==> src/rtl/core/bounded_deque_with_stats_assert.svh <==
// Assertion macros shared by the deque RTL.
`ifndef BOUNDED_DEQUE_WITH_STATS_ASSERT_SVH
`define BOUNDED_DEQUE_WITH_STATS_ASSERT_SVH

// Same-cycle implication, sampled on clk, off during reset.
`define BDWS_ASSERT_IMP(lbl, ante, cons, msg) \
	lbl: assert property (@(posedge clk) disable iff (!arst_n) (ante) |-> (cons)) \
		else $error(msg);

// Next-cycle implication, sampled on clk, off during reset.
`define BDWS_ASSERT_NXT(lbl, ante, cons, msg) \
	lbl: assert property (@(posedge clk) disable iff (!arst_n) (ante) |=> (cons)) \
		else $error(msg);

`endif

==> src/rtl/core/bdws_pkg.sv <==
// Package: sizes, command and status codes, ring index helpers.
`timescale 1ns / 1ps
package bdws_pkg;

	localparam int CAPACITY = 64;
	localparam int IDX_W    = $clog2(CAPACITY);
	localparam int USED_W   = $clog2(CAPACITY + 1);
	localparam int CMD_W    = 3;
	localparam int VAL_W    = 31;
	localparam int STAT_W   = 2;
	localparam int COUNT_W  = 7;
	localparam int TOTAL_W  = 37;

	typedef enum logic [CMD_W-1:0] {
		CMD_PUSH_FRONT = 3'd0,
		CMD_PUSH_BACK  = 3'd1,
		CMD_REMOVE     = 3'd2,
		CMD_CLEAR      = 3'd3,
		CMD_STATS      = 3'd4,
		CMD_DUMP       = 3'd5
	} cmd_t;

	typedef enum logic [STAT_W-1:0] {
		STS_OK        = 2'd0,
		STS_EMPTY     = 2'd1,
		STS_FULL      = 2'd2,
		STS_NOT_FOUND = 2'd3
	} status_t;

	// Physical slot of logical position k; front + k stays below twice the depth.
	function automatic logic [IDX_W-1:0] slot_f(logic [IDX_W-1:0] front,
			logic [USED_W-1:0] k);
		logic [USED_W:0] s;
		s = (USED_W+1)'(front) + (USED_W+1)'(k);
		if (s >= (USED_W+1)'(CAPACITY)) begin
			s = s - (USED_W+1)'(CAPACITY);
		end
		return s[IDX_W-1:0];
	endfunction

	// Entry count as reported, wrapped to the field width.
	function automatic logic [COUNT_W-1:0] count_f(logic [USED_W-1:0] used);
		logic [USED_W+COUNT_W-1:0] ext;
		ext = (USED_W+COUNT_W)'(used);
		return ext[COUNT_W-1:0];
	endfunction

endpackage

==> src/rtl/core/bdws_req_if.sv <==
// Command channel: valid/ready with command code and value.
`timescale 1ns / 1ps
interface bdws_req_if import bdws_pkg::*; ();
	logic             valid;
	logic             ready;
	logic [CMD_W-1:0] cmd;
	logic [VAL_W-1:0] value;

	modport source(output valid, cmd, value, input ready);
	modport sink(input valid, cmd, value, output ready);
endinterface

==> src/rtl/core/bdws_rsp_if.sv <==
// Result channel: valid/ready with status, entry, count and statistics.
`timescale 1ns / 1ps
interface bdws_rsp_if import bdws_pkg::*; ();
	logic               valid;
	logic               ready;
	logic [STAT_W-1:0]  status;
	logic [VAL_W-1:0]   item;
	logic [COUNT_W-1:0] count;
	logic [VAL_W-1:0]   minimum;
	logic [VAL_W-1:0]   maximum;
	logic [TOTAL_W-1:0] total;
	logic               last;

	modport source(output valid, status, item, count, minimum, maximum, total, last,
		input ready);
	modport sink(input valid, status, item, count, minimum, maximum, total, last,
		output ready);
endinterface

==> src/rtl/core/bdws_ram.sv <==
// Simple dual-port RAM: one write port, one read port with registered data.
`timescale 1ns / 1ps
module bdws_ram #(
	parameter int DEPTH = 64,
	parameter int WIDTH = 31
) (
	input  logic                     clk,
	input  logic                     we,
	input  logic [$clog2(DEPTH)-1:0] waddr,
	input  logic [WIDTH-1:0]         wdata,
	input  logic                     re,
	input  logic [$clog2(DEPTH)-1:0] raddr,
	output logic [WIDTH-1:0]         rdata
);

	logic [WIDTH-1:0] mem [DEPTH];

	always_ff @(posedge clk) begin
		if (we) begin
			mem[waddr] <= wdata;
		end
	end

	// Read data holds until the next read.
	always_ff @(posedge clk) begin
		if (re) begin
			rdata <= mem[raddr];
		end
	end

endmodule

==> src/rtl/core/bounded_deque_with_stats.sv <==
// Deque top: ring store in RAM, command sequencer and registered result.
// Push, clear, unknown and empty-store commands: result registered on accept.
// Remove and stats walk the entries one RAM read per cycle, then the result is registered.
// Dump gives one item per cycle after a RAM read, slower if the sink stalls.
// One command at a time; the next is taken once its last result is registered and read.
// Async reset empties the deque; RAM contents are not cleared and never read before written.
`timescale 1ns / 1ps
`include "bounded_deque_with_stats_assert.svh"
module bounded_deque_with_stats import bdws_pkg::*; (
	input  logic       clk,
	input  logic       arst_n,
	bdws_req_if.sink   req,
	bdws_rsp_if.source rsp
);

	typedef enum logic [1:0] {
		ST_IDLE,
		ST_SCAN,
		ST_DUMP,
		ST_DONE
	} state_t;

	state_t             state_q;
	cmd_t               cmd_q;
	logic [VAL_W-1:0]   val_q;
	logic [IDX_W-1:0]   front_q;
	logic [USED_W-1:0]  used_q;
	logic [USED_W-1:0]  rd_q;
	logic [USED_W-1:0]  em_q;
	logic               rv_s1;
	logic [USED_W-1:0]  ri_s1;
	logic               found_q;
	logic [VAL_W-1:0]   mn_q;
	logic [VAL_W-1:0]   mx_q;
	logic [TOTAL_W-1:0] sum_q;
	status_t            st_q;

	logic               res_valid_q;
	status_t            res_status_q;
	logic [VAL_W-1:0]   res_item_q;
	logic [COUNT_W-1:0] res_count_q;
	logic [VAL_W-1:0]   res_min_q;
	logic [VAL_W-1:0]   res_max_q;
	logic [TOTAL_W-1:0] res_total_q;
	logic               res_last_q;

	logic               acc;
	logic               out_free;
	logic               full;
	logic               empty;
	logic               issue;
	logic               scan_end;
	logic               first;
	logic               dump_last;
	logic [IDX_W-1:0]   front_m1;

	logic               ram_we;
	logic [IDX_W-1:0]   ram_waddr;
	logic [VAL_W-1:0]   ram_wdata;
	logic               ram_re;
	logic [IDX_W-1:0]   ram_raddr;
	logic [VAL_W-1:0]   ram_rdata;

	bdws_ram #(
		.DEPTH(CAPACITY),
		.WIDTH(VAL_W)
	) u_ram (
		.clk  (clk),
		.we   (ram_we),
		.waddr(ram_waddr),
		.wdata(ram_wdata),
		.re   (ram_re),
		.raddr(ram_raddr),
		.rdata(ram_rdata)
	);

	assign out_free  = !res_valid_q || rsp.ready;
	assign req.ready = (state_q == ST_IDLE) && out_free;
	assign acc       = req.valid && req.ready;
	assign full      = (used_q == USED_W'(CAPACITY));
	assign empty     = (used_q == '0);
	assign issue     = (rd_q < used_q);
	assign scan_end  = (ri_s1 == used_q - 1'b1);
	assign first     = (ri_s1 == '0);
	assign dump_last = (em_q == used_q - 1'b1);
	assign front_m1  = (front_q == '0) ? IDX_W'(CAPACITY - 1) : front_q - 1'b1;

	assign rsp.valid   = res_valid_q;
	assign rsp.status  = res_status_q;
	assign rsp.item    = res_item_q;
	assign rsp.count   = res_count_q;
	assign rsp.minimum = res_min_q;
	assign rsp.maximum = res_max_q;
	assign rsp.total   = res_total_q;
	assign rsp.last    = res_last_q;

	// RAM port steering
	always_comb begin
		ram_we    = 1'b0;
		ram_waddr = slot_f(front_q, used_q);
		ram_wdata = req.value;
		ram_re    = 1'b0;
		ram_raddr = slot_f(front_q, rd_q);
		unique case (state_q)
			ST_IDLE: begin
				if (acc && !full) begin
					if (cmd_t'(req.cmd) == CMD_PUSH_FRONT) begin
						ram_we    = 1'b1;
						ram_waddr = front_m1;
					end else if (cmd_t'(req.cmd) == CMD_PUSH_BACK) begin
						ram_we = 1'b1;
					end
				end
				if (acc && !empty && cmd_t'(req.cmd) == CMD_DUMP) begin
					ram_re    = 1'b1;
					ram_raddr = front_q;
				end
			end
			ST_SCAN: begin
				ram_re = issue;
				// entries after the match move down by one
				ram_we    = rv_s1 && found_q;
				ram_waddr = slot_f(front_q, ri_s1 - 1'b1);
				ram_wdata = ram_rdata;
			end
			ST_DUMP: begin
				ram_re = out_free && !dump_last;
			end
			ST_DONE: begin
				ram_re = 1'b0;
			end
		endcase
	end

	always_ff @(posedge clk or negedge arst_n) begin
		if (!arst_n) begin
			state_q     <= ST_IDLE;
			used_q      <= '0;
			front_q     <= '0;
			rd_q        <= '0;
			em_q        <= '0;
			rv_s1       <= 1'b0;
			found_q     <= 1'b0;
			res_valid_q <= 1'b0;
		end else begin
			if (rsp.valid && rsp.ready) begin
				res_valid_q <= 1'b0;
			end
			unique case (state_q)
				ST_IDLE: begin
					rv_s1 <= 1'b0;
					if (acc) begin
						cmd_q        <= cmd_t'(req.cmd);
						val_q        <= req.value;
						rd_q         <= '0;
						found_q      <= 1'b0;
						mn_q         <= '0;
						mx_q         <= '0;
						sum_q        <= '0;
						res_valid_q  <= 1'b1;
						res_status_q <= STS_OK;
						res_item_q   <= '0;
						res_count_q  <= count_f(used_q);
						res_min_q    <= '0;
						res_max_q    <= '0;
						res_total_q  <= '0;
						res_last_q   <= 1'b1;
						case (cmd_t'(req.cmd))
							CMD_PUSH_FRONT, CMD_PUSH_BACK: begin
								if (full) begin
									res_status_q <= STS_FULL;
								end else begin
									used_q      <= used_q + 1'b1;
									res_count_q <= count_f(used_q + 1'b1);
									if (cmd_t'(req.cmd) == CMD_PUSH_FRONT) begin
										front_q <= front_m1;
									end
								end
							end
							CMD_CLEAR: begin
								if (empty) begin
									res_status_q <= STS_EMPTY;
								end else begin
									used_q      <= '0;
									front_q     <= '0;
									res_count_q <= '0;
								end
							end
							CMD_REMOVE, CMD_STATS: begin
								if (empty) begin
									res_status_q <= STS_EMPTY;
								end else begin
									res_valid_q <= 1'b0;
									state_q     <= ST_SCAN;
								end
							end
							CMD_DUMP: begin
								if (empty) begin
									res_status_q <= STS_EMPTY;
								end else begin
									res_valid_q <= 1'b0;
									rd_q        <= USED_W'(1);
									em_q        <= '0;
									state_q     <= ST_DUMP;
								end
							end
							default: begin
								res_status_q <= STS_OK;
							end
						endcase
					end
				end
				ST_SCAN: begin
					if (issue) begin
						rd_q <= rd_q + 1'b1;
					end
					rv_s1 <= issue;
					ri_s1 <= rd_q;
					if (rv_s1) begin
						if (cmd_q == CMD_STATS) begin
							if (first || ram_rdata < mn_q) begin
								mn_q <= ram_rdata;
							end
							if (first || ram_rdata > mx_q) begin
								mx_q <= ram_rdata;
							end
							sum_q <= (first ? '0 : sum_q) + TOTAL_W'(ram_rdata);
							if (scan_end) begin
								st_q    <= STS_OK;
								state_q <= ST_DONE;
							end
						end else if (!found_q) begin
							if (ram_rdata == val_q) begin
								if (first || scan_end) begin
									// match at either end: no entries to move
									used_q  <= used_q - 1'b1;
									st_q    <= STS_OK;
									state_q <= ST_DONE;
									if (used_q == USED_W'(1)) begin
										front_q <= '0;
									end else if (first) begin
										front_q <= slot_f(front_q, USED_W'(1));
									end
								end else begin
									found_q <= 1'b1;
								end
							end else if (scan_end) begin
								st_q    <= STS_NOT_FOUND;
								state_q <= ST_DONE;
							end
						end else if (scan_end) begin
							used_q  <= used_q - 1'b1;
							st_q    <= STS_OK;
							state_q <= ST_DONE;
						end
					end
				end
				ST_DUMP: begin
					if (out_free) begin
						res_valid_q  <= 1'b1;
						res_status_q <= STS_OK;
						res_item_q   <= ram_rdata;
						res_count_q  <= count_f(used_q);
						res_min_q    <= '0;
						res_max_q    <= '0;
						res_total_q  <= '0;
						res_last_q   <= dump_last;
						if (dump_last) begin
							state_q <= ST_IDLE;
						end else begin
							rd_q <= rd_q + 1'b1;
							em_q <= em_q + 1'b1;
						end
					end
				end
				ST_DONE: begin
					if (out_free) begin
						res_valid_q  <= 1'b1;
						res_status_q <= st_q;
						res_item_q   <= '0;
						res_count_q  <= count_f(used_q);
						res_min_q    <= mn_q;
						res_max_q    <= mx_q;
						res_total_q  <= sum_q;
						res_last_q   <= 1'b1;
						state_q      <= ST_IDLE;
					end
				end
			endcase
		end
	end

	`BDWS_ASSERT_IMP(a_used_bound, 1'b1, used_q <= USED_W'(CAPACITY), "entry count above capacity")
	`BDWS_ASSERT_IMP(a_wr_state, ram_we, state_q == ST_IDLE || state_q == ST_SCAN, "RAM write outside push or remove")
	`BDWS_ASSERT_IMP(a_shift_hazard, ram_we && ram_re, ram_waddr != ram_raddr, "shift write collides with read")
	`BDWS_ASSERT_NXT(a_push_grows, acc && !full && (req.cmd == CMD_PUSH_FRONT || req.cmd == CMD_PUSH_BACK), used_q == $past(used_q) + 1'b1, "push did not add an entry")

endmodule
==> src/flat_wrapper.sv <==
// flat-port wrapper written by rule: the top's interface ports become plain ports
module bounded_deque_with_stats_flat import bdws_pkg::*;
  (clk, arst_n, req_valid, req_cmd, req_value, req_ready, rsp_valid, rsp_status, rsp_item, rsp_count, rsp_minimum, rsp_maximum, rsp_total, rsp_last, rsp_ready);
  bdws_req_if req_i ();
  bdws_rsp_if rsp_i ();
  input  logic clk;
  input  logic arst_n;
  input wire logic [$bits(req_i.valid)-1:0] req_valid;
  input wire logic [$bits(req_i.cmd)-1:0] req_cmd;
  input wire logic [$bits(req_i.value)-1:0] req_value;
  output wire logic [$bits(req_i.ready)-1:0] req_ready;
  output wire logic [$bits(rsp_i.valid)-1:0] rsp_valid;
  output wire logic [$bits(rsp_i.status)-1:0] rsp_status;
  output wire logic [$bits(rsp_i.item)-1:0] rsp_item;
  output wire logic [$bits(rsp_i.count)-1:0] rsp_count;
  output wire logic [$bits(rsp_i.minimum)-1:0] rsp_minimum;
  output wire logic [$bits(rsp_i.maximum)-1:0] rsp_maximum;
  output wire logic [$bits(rsp_i.total)-1:0] rsp_total;
  output wire logic [$bits(rsp_i.last)-1:0] rsp_last;
  input wire logic [$bits(rsp_i.ready)-1:0] rsp_ready;
  assign req_i.valid = req_valid;
  assign req_i.cmd = req_cmd;
  assign req_i.value = req_value;
  assign req_ready = req_i.ready;
  assign rsp_valid = rsp_i.valid;
  assign rsp_status = rsp_i.status;
  assign rsp_item = rsp_i.item;
  assign rsp_count = rsp_i.count;
  assign rsp_minimum = rsp_i.minimum;
  assign rsp_maximum = rsp_i.maximum;
  assign rsp_total = rsp_i.total;
  assign rsp_last = rsp_i.last;
  assign rsp_i.ready = rsp_ready;
  bounded_deque_with_stats u_core (.clk(clk), .arst_n(arst_n), .req(req_i), .rsp(rsp_i));
endmodule
==> config.mk <==
export PLATFORM = sky130hd
export DESIGN_NAME = bounded_deque_with_stats_flat
export DESIGN_NICKNAME = d
export VERILOG_FILES = /design/src/rtl/core/bdws_pkg.sv /design/src/rtl/core/bdws_req_if.sv /design/src/rtl/core/bdws_rsp_if.sv /design/src/rtl/core/bdws_ram.sv /design/src/rtl/core/bounded_deque_with_stats.sv /design/src/flat_wrapper.sv
export VERILOG_INCLUDE_DIRS = /design/src /design/src/rtl/core
export SDC_FILE = /design/constraint.sdc
export NUM_CORES = 2
export LEC_CHECK = 0
export BUFFER_PORTS_ARGS = -buffer_cell sky130_fd_sc_hd__clkbuf_2
export CAP_MARGIN = 10
export CELL_PAD_IN_SITES_DETAIL_PLACEMENT = 0
export CELL_PAD_IN_SITES_GLOBAL_PLACEMENT = 2
export CORE_AREA = 2 2 531 533
export CTS_BUF_LIST = sky130_fd_sc_hd__clkbuf_2
export DETAILED_ROUTE_END_ITERATION = 10
export DIE_AREA = 0 0 533 535
export PLACE_DENSITY_LB_ADDON = 0.1
export SYNTH_ARGS = -nofsm -noshare
export SYNTH_HDL_FRONTEND = slang
export SYNTH_SLANG_ARGS = --single-unit
==> constraint.sdc <==
create_clock -name clk -period 35.6 [get_ports clk]
set_clock_uncertainty 0.15 [all_clocks]
set_input_delay 1.78 -clock clk [delete_from_list [all_inputs] [get_ports clk]]
set_output_delay 1.78 -clock clk [all_outputs]
set_load 0.01 [all_outputs]
==> flow_metrics.tcl <==
set metrics [dict create \
    place_area_mm2 0.101 \
    grt_max_degree 128 \
    r2r_start "u_core.used_q[0]" \
    grt_pass1_wl_mm 448 \
    yosysWarnings 0 \
    place.gp.congestion 0.781 \
    ys_ff_latch 2329 \
    leakagePower_nw 38.0 \
    critPathArrivalTime_ps 8570 \
    die_h_um 535 \
    timing.rr.end "u_core.u_ram.rdata[17]" \
    critical_path_class "reg2reg" \
    synthDistinctLibCells 77 \
    fmax_mhz 143 \
    finalCritPeriodShare_pct 19.7 \
    die-area_mm2 0.285 \
    remaining_drc_errors 0 \
    numCtsBuffers 634 \
    grt_pass1_vias 58300 \
    overflow 0 \
    drive_above_1_share_pct 20.9 \
    path_clk_slew_ps 100 \
    yosysMostFrequentCell "edfxtp_1" \
    hold_violations 0 \
    ff2ff_setup_slack_ps 28590 \
    floorplan.initialDensity_pct 34.0 \
    yosysTopAreaCell "edfxtp_1" \
    dr.pass1.iters 6 \
    min_path_type "reg2reg" \
    final_nets 6884 \
    setup.worst_path.start "u_core.used_q[0]" \
    yosysSeqAreaShare_pct 73.6 \
    setup_viol 0 \
    vias 57700 \
    cts-resized-gates 0 \
    synth_nets 6187 \
    tightest_slew_ps 1460 \
    dp_cells 9763 \
    grt_use_total_pct 22.0 \
    powerDensity_mw_per_mm2 103 \
    cts_tree "built" \
    clk_latency_ps 2100 \
    dp_hpwl_mm 174 \
    power.internal_mw 5.97 \
    cts_hold_buf 39 \
    syn_area_mm2 0.0948 \
    register_area_mm2 0.0698 \
    io_buffers 179 \
    vdd_drop_max_mv 0.131 \
    fin_area_mm2 0.107 \
    root_buffer "clkbuf_2" \
    viasPerCell 5.29 \
    slew_headroom_pct 2.75 \
    netlist_instances 6017 \
    cts_setup_buffers 0 \
    crit_end "u_core.u_ram.rdata[17]" \
    synth_area_leaders "edfxtp_1 (73%), mux2i_1 (6.6%), a32oi_1 (3.4%)" \
    setup-tns-final_ps 0 \
    swShare_pct 45.9 \
    synthFlopType "edfxtp_1" \
    power_frac_comb_pct 47.8 \
    status "finished clean" \
    fill_cells 26400 \
    wl_mm 322 \
    clock_power_share_pct 17.6 \
    synth.cells.most_frequent "edfxtp_1 (2297), nand2_1 (832), mux2i_1 (624)" \
    p_seq_share_pct 34.7 \
    clkSinkCount 2329 \
    synthToLayoutAreaGrowth_pct 13.2 \
    rsz0062_at_grt "false" \
    slew_violations 0 \
    coreArea_mm2 0.279 \
    worst_setup_path_start_kind "flip-flop" \
    fin_cells 10900 \
    chipWidth_um 533 \
    clockBufferDepth 4 \
    cp-end-kind "flip-flop" \
    antenna_found_initial 23 \
    async_flop_share_pct 1.37 \
    first_iter_violations 5153 \
    maxCapViolations 0 \
    timing.critical_path.required_ps 37160 \
    synth_top_area_share_pct 72.8 \
    boundaryPins 180 \
    reg2regPathDepth 15 \
    switchingPower_mw 5.07 \
    synth_edf_count 2297 \
    rows 194 \
    multi_input_area_mm2 0.0238 \
    drtAntennaViolNets 0 \
    h-tree-depth 6 \
    wl_per_cell_um 29.5 \
    worstPathMaxFanout 52 \
    syn_avg_cell_area_um2 15.8 \
    layout_min_cycle_time_ps 7010 \
]
flip-flops by register name, summed over array words and instances (netlist names), 7 cells and up:
name and cells:
u_core.rsp.count 7, u_core.sum_q 37, u_core.ri_s1 7, u_core.u_ram.rdata 31, u_core.rsp.total 37, u_core.val_q 31, u_core.mx_q 31, u_core.rd_q 7
u_core.em_q 7, u_core.u_ram.mem 1984, u_core.mn_q 31, u_core.rsp.minimum 31, u_core.rsp.maximum 31, u_core.used_q 7, u_core.rsp.item 31
through the flow:
stage	setup WS [ps]	total power, mW	hold slack [ps]	util [%]
2_1_floorplan	22660	6.92	325	-
3_3_place_gp	27710	9.19	375	36.2
3_5_place_dp	27780	9.21	386	36.3
4_1_cts	28400	11.2	45.5	38.5
5_1_grt	28110	11.6	230	38.5
6_report	28590	11.0	359	38.5
critical path: stages (launching register included):
cell	delay [ps]
dfrtp_1	660
inv_1	180
ha_1	360
nor2b_1	210
a2111oi_4	360
buf_4	280
mux2i_4	240
buf_4	590
buf_4	700
buf_4	770
buf_4	720
mux2i_1	260
a32o_1	150
a221oi_1	60
a32oi_1	800
nand4_1	150
routing by layer:
layer	track usage (%)	vias to the layer above	share of wire (%)
li1	-	25400	-
met3	3.66	379	5.9
met5	0	-	0
met4	5.35	0	1.8
met2	36.0	1902	47
met1	30.5	30000	45
power by group through the flow:
| stage | clock network (mW) | logic (mW) | registers, mW |
|---|---|---|---|
| 2_1_floorplan | 0 | 3.11 | 3.81 |
| 3_3_place_gp | 0 | 5.30 | 3.90 |
| 3_5_place_dp | 0 | 5.31 | 3.90 |
| 4_1_cts | 2.02 | 5.33 | 3.83 |
| 5_1_grt | 2.15 | 5.64 | 3.85 |
| 6_report | 1.94 | 5.27 | 3.83 |
placed cells by master, fill, tap and decap left out, types with 26 or more instances in the layout:
master and n:
a21o_1 37, a21o_2 29, a21oi_1 97, a221oi_1 122
a32o_1 130, a32oi_1 369, and2_1 202, buf_4 174
clkbuf_2 1114, clkinv_1 87, dfrtp_1 32, dlygate4sd3_1 39
edfxtp_1 2297, ha_1 126, inv_1 95, mux2i_1 623
nand2_1 831, nand3_1 26, nand4_1 59, nor2_1 102
nor2_4 69, o21ai_0 74, xnor2_1 55, xor2_1 39
worst min path at each step:
stage | start | endpoint | cells past startpoint
3_5_place_dp | u_core.sum_q[20] | u_core.rsp.total[20] | 1
4_1_cts | req_value[7] | u_core.val_q[7] | 2
5_1_grt | req_value[7] | u_core.val_q[7] | 2
6_report | u_core.mx_q[16] | u_core.rsp.maximum[16] | 1
3_3_place_gp | u_core.sum_q[12] | u_core.rsp.total[12] | 1
2_1_floorplan | u_core.rd_q[6] | u_core.ri_s1[6] | 0
final cells by class:
cell class,count,share of cell area [%]
flip-flops and latches,2329,65.0
multi-input cells,3246,22.2
clock buffers,935,4.36
diodes,15,0.0350
repair buffers,406,2.66
well taps,3724,4.34
clock inverters,153,0.987
inverters,97,0.339
kinds of logic (layout without fill, tap and decap cells):
group,Yosys count,in the layout,share of synthesized area [%]
flops,2329,2329,73.6
simple gates,1401,1401,6.58
compound gates,985,985,8.42
mux,627,627,6.63
buf+inv,442,1591,1.94
fa+ha+maj,132,132,1.77
xor+xnor,101,101,1.04
other cells,0,15,0
(Power assumes the default switching activity.)
